--- src/design/kphc_pkg.sv ---
// kphc_pkg: shared types, codes and constants of the key press/hold classifier.
// Used by kphc_classify, key_press_hold_classifier and the verification benches; depends on nothing.

package kphc_pkg;

  // Number of tracked keys; key_index values at or above it are ignored.
  localparam int NumKeys = 128;
  localparam int KeyAw   = (NumKeys > 1) ? $clog2(NumKeys) : 1;

  // Sampled key actions.
  localparam logic [1:0] ActNone    = 2'd0;
  localparam logic [1:0] ActPress   = 2'd1;
  localparam logic [1:0] ActRelease = 2'd2;

  // Bit positions in the per-key flag nibble.
  localparam int FlPress   = 0;
  localparam int FlHold    = 1;
  localparam int FlRelease = 2;
  localparam int FlDouble  = 3;

  // Configuration register indexes.
  localparam logic [1:0] RegHoldMin    = 2'd0;
  localparam logic [1:0] RegDoubleMin  = 2'd1;
  localparam logic [1:0] RegDoubleMax  = 2'd2;
  localparam logic [1:0] RegReleaseMin = 2'd3;

  // Configuration reset values.
  localparam logic [15:0] HoldMinRst    = 16'd300;
  localparam logic [15:0] DoubleMinRst  = 16'd20;
  localparam logic [15:0] DoubleMaxRst  = 16'd250;
  localparam logic [15:0] ReleaseMinRst = 16'd0;

  typedef struct packed {
    logic [15:0] hold_min;
    logic [15:0] double_min;
    logic [15:0] double_max;
    logic [15:0] release_min;
  } cfg_t;

  // One entry of the per-key store.
  typedef struct packed {
    logic [3:0]  flags;
    logic [31:0] stamp;
  } key_entry_t;

  // Decision of the classifier for one sample.
  typedef struct packed {
    logic        valid;
    logic [3:0]  flags;
    logic [31:0] time_ms;
    logic [31:0] dur_ms;
  } key_event_t;

endpackage

--- src/design/kphc_classify.sv ---
// kphc_classify: combinational decision for one key sample against the key's
// last recorded event. Depends on kphc_pkg.

module kphc_classify (
  input  logic                 in_range_i,
  input  logic [1:0]           action_i,
  input  logic [31:0]          now_ms_i,
  input  kphc_pkg::key_entry_t entry_i,
  input  kphc_pkg::cfg_t       cfg_i,
  output kphc_pkg::key_event_t event_o
);

  logic [31:0] dt;
  logic        down;
  logic        is_double;

  assign dt   = now_ms_i - entry_i.stamp;
  assign down = entry_i.flags[kphc_pkg::FlPress] | entry_i.flags[kphc_pkg::FlHold];
  assign is_double = entry_i.flags[kphc_pkg::FlRelease]
                   && (dt >= 32'(cfg_i.double_min))
                   && (dt <= 32'(cfg_i.double_max));

  always_comb begin
    event_o = '0;
    if (in_range_i) begin
      case (action_i)
        kphc_pkg::ActPress: begin
          if (down) begin
            // held key keeps reporting hold against the original press time
            if ((entry_i.flags[kphc_pkg::FlPress] && (dt >= 32'(cfg_i.hold_min)))
                || entry_i.flags[kphc_pkg::FlHold]) begin
              event_o.valid                     = 1'b1;
              event_o.flags[kphc_pkg::FlHold]   = 1'b1;
              event_o.time_ms                   = entry_i.stamp;
              event_o.dur_ms                    = dt;
            end
          end else begin
            event_o.valid                       = 1'b1;
            event_o.flags[kphc_pkg::FlPress]    = 1'b1;
            event_o.flags[kphc_pkg::FlDouble]   = is_double;
            event_o.time_ms                     = now_ms_i;
          end
        end
        kphc_pkg::ActRelease: begin
          if (down && (dt >= 32'(cfg_i.release_min))) begin
            event_o.valid                       = 1'b1;
            event_o.flags[kphc_pkg::FlRelease]  = 1'b1;
            event_o.time_ms                     = now_ms_i;
            event_o.dur_ms                      = dt;
          end
        end
        default: begin
          event_o = '0;
        end
      endcase
    end
  end

endmodule

--- config.mk ---
export PLATFORM = sky130hd
export DESIGN_NAME = kphc_classify
export DESIGN_NICKNAME = d
export VERILOG_FILES = /design/src/design/kphc_pkg.sv /design/src/design/kphc_classify.sv
export SDC_FILE = /design/constraint.sdc
export NUM_CORES = 1
export LEC_CHECK = 0
export CORE_MARGIN = 3
export CORE_UTILIZATION = 47
export DETAILED_ROUTE_END_ITERATION = 6
export DONT_BUFFER_PORTS = 1
export GPL_TIMING_DRIVEN = 0
export SETUP_SLACK_MARGIN = 0.02
export SYNTH_ARGS = -nofsm -noshare
export SYNTH_HDL_FRONTEND = slang
export SYNTH_SLANG_ARGS = --single-unit
--- constraint.sdc ---
create_clock -name vclk -period 5.4
set_clock_uncertainty 0.2 [all_clocks]
set_input_delay 0.81 -clock vclk [all_inputs]
set_output_delay 0.81 -clock vclk [all_outputs]
set_load 0.05 [all_outputs]
==> flow_summary.yaml <==
synthesis:
  synth_most_common_cell: "inv_1"
  ys.warnings.count: 0
  syn_nets: 834
  syn_avg_cell_area_sq_um: 7.10
  synthTopCellsByArea: "ha_1 28%, inv_1 9.2%, a32o_1 7.5%"
  netlist_area_sq_mm: 0.00427
  seq_area_frac_synth_pct: 0
  synth_common_cells: "104 x inv_1, 97 x ha_1, 53 x a21oi_1"
  ys_types: 60
  yosys.area.top_type: "ha_1"
  synth_top_area_share_pct: 28.5
  synth_cells: 601
drt:
  drtPass1Iterations: 4
  drtIter0Drc: 177
  drt-wirelength-per-cell_microns: 19.6
  antenna_left: 0
  drc: 0
  drt_wl_total_microns: 14700
  routed_via_density: 6.28
  routed-via-count: 4709
sta:
  worstMarginPinSlew_ps: 889
  hold_viol: 0
  timing.slew.headroom_pct: 40.4
  maxSlewViolCount: 0
  setup_viol: 50
  final.period_utilization_pct: 101
  worst_slack_ps: -39.0
  fmax_ghz: 0.184
  rsz0062_at_grt: "true"
  fin_tns_setup_ps: -1210
  min_period_ps: 5440
  fin_hold_ws_ps: 1640
clocking:
  hold_buffers: 0
final_layout:
  antennaDiodeCount: 0
  seqCellArea_sq_um: 0
  fillers: 728
  drive_gt1_share_pct: 34.0
  final_core_util_pct: 67.0
  final_nets: 877
  seq_cells: 0
  area_growth_pct: 37.6
  clockBufferCount: 0
global_route:
  grt_overflow: 0
  antenna_found_initial: 0
  grt_usage_pct: 24.8
  grt_max_degree: 11
  grt_first_pass_wirelength_microns: 21200
  grt_pass1_vias: 4469
placement:
  dp.final_hpwl_microns: 11700
  gp_congestion: 0.938
  post-place-ws_ps: -1080
  port_buffers: 0
status:
  violations: "negative setup slack"
  status: "finished, violations left"
power:
  irDropWorstVdd_v: 0.0000682
  p_per_area_mw_per_mm2: 154
  power_frac_comb_pct: 100.0
  p_clk_share_pct: 0
  seqPwrFrac_pct: 0
  power.switching_mw: 0.519
  p_total_mw: 0.905
  intPower_mw: 0.387
  leakage_nw: 2.96
  swShare_pct: 57.3
worst_setup_path:
  critical-path-slowest-cell: "nor3b_1"
  critPathCaptureType: "output port"
  required_ps: 4390
  slowest_delay_ps: 490
  start_kind: "primary input"
  path_class: "in -> out"
  path_cells: "inv_1, ha_1, a21oi_1, o21ai_1, o21ai_0, nor3b_1, o2111ai_1, a2111o_1, or3_4, o21a_4, buf_6, a32o_2"
  crit_cells: 12
  crit_fanout: 10
  cp.buffers_inverters: 2
  worstPathArrival_ps: 4430
  path_delay_family: "compound AO/OA/AOI/OAI gates"
flow_run:
  maxCapViolations: 0
worst_hold_path:
  hold_end: "event_o[67]"
  whs_path_depth: 2
  hp-start: "entry_i[34]"
  worstHoldPathType: "in -> out"
floorplan:
  row_count: 34
  dieArea_sq_mm: 0.0103
  coreArea_sq_mm: 0.00876
  ios: 204
  dieWidth_microns: 101
  die_y_microns: 101
  initial_utilization_pct: 48.7
## routing by layer
metal,up-vias,share of wire [%],track usage [%]
li1,2279,-,-
met1,2198,43,33.7
met2,194,48,42.1
met3,38,5.7,1.72
met4,0,3.6,7.46
met5,-,0,0
## final cells by class
type	instances	area (sq um)	area share [%]
plain buffers	18	213	3.62
well taps	108	135	2.30
repair buffers	42	397	6.76
multi-input cells	478	4730	80.5
inverters	104	398	6.78
## power by group through the flow
stage          sequential [mW]  clock [mW]  combinational, mW
5_1_grt                      0           0              0.989
3_5_place_dp                 0           0              0.668
6_report                     0           0              0.905
3_3_place_gp                 0           0              0.650
2_1_floorplan                0           0              0.533
4_1_cts                      0           0              0.771
## logic make-up (layout without fill, tap and decap cells)
group                    count (synthesis)  after routing  synth area share [%]
buffers and inverters                  123            164                  11.8
adder cells (fa/ha/maj)                 98             98                  28.9
XOR/XNOR                                27             27                  5.54
AO/OA/AOI/OAI                          223            223                  38.2
AND/OR/NAND/NOR                        130            130                  15.5
## per-stage QoR
| step | cell area, sq um | cells |
|---|---|---|
| after floorplan | 4340 | 601 |
| after global placement | 4470 | 709 |
| after detailed placement | 4480 | 709 |
| after CTS | 5090 | 726 |
| after global routing | 5870 | 750 |
| final | 5870 | 750 |
## worst max-delay path by stage
| stage | startpoint | end | slack (ps) |
|---|---|---|---|
| floorplan | now_ms_i[0] | event_o[17] | -280 |
| global placement | now_ms_i[0] | event_o[68] | -1030 |
| detailed placement | now_ms_i[0] | event_o[68] | -1080 |
| CTS | now_ms_i[0] | event_o[36] | -10 |
| global route | now_ms_i[0] | event_o[63] | -170 |
| finish | entry_i[11] | event_o[36] | -40 |
## placed cells by master, fill, tap and decap left out, types with 4 or more instances in the layout
cell and instances:
inv_1 103, ha_1 83, nand2_1 37, a32o_2 31, a21oi_1 30, buf_4 30
a21o_1 26, nor2_1 22, o21ai_0 19, a21boi_4 18, a21oi_2 17, buf_6 14
nand2b_1 12, a21oi_4 11, ha_2 10, nand4_1 9, o21ai_1 8, nor2b_1 8
xnor2_2 7, o21a_1 7, nand3_1 6, xnor2_1 6, xor2_4 5, a221oi_2 5
or3_1 5, buf_12 5, nor3_1 4, o21ai_2 4, xor2_2 4, buf_2 4
nor3_2 4, xor2_1 4, o2111ai_1 4, ha_4 4
## what timing repair did
action	CTS	global route
pin swaps	37	44
cloned	3	2
endpoints found under the setup margin	68	66
buffers inserted	15	22
gates resized for setup	106	99
Power figures use the tool's default switching activity.
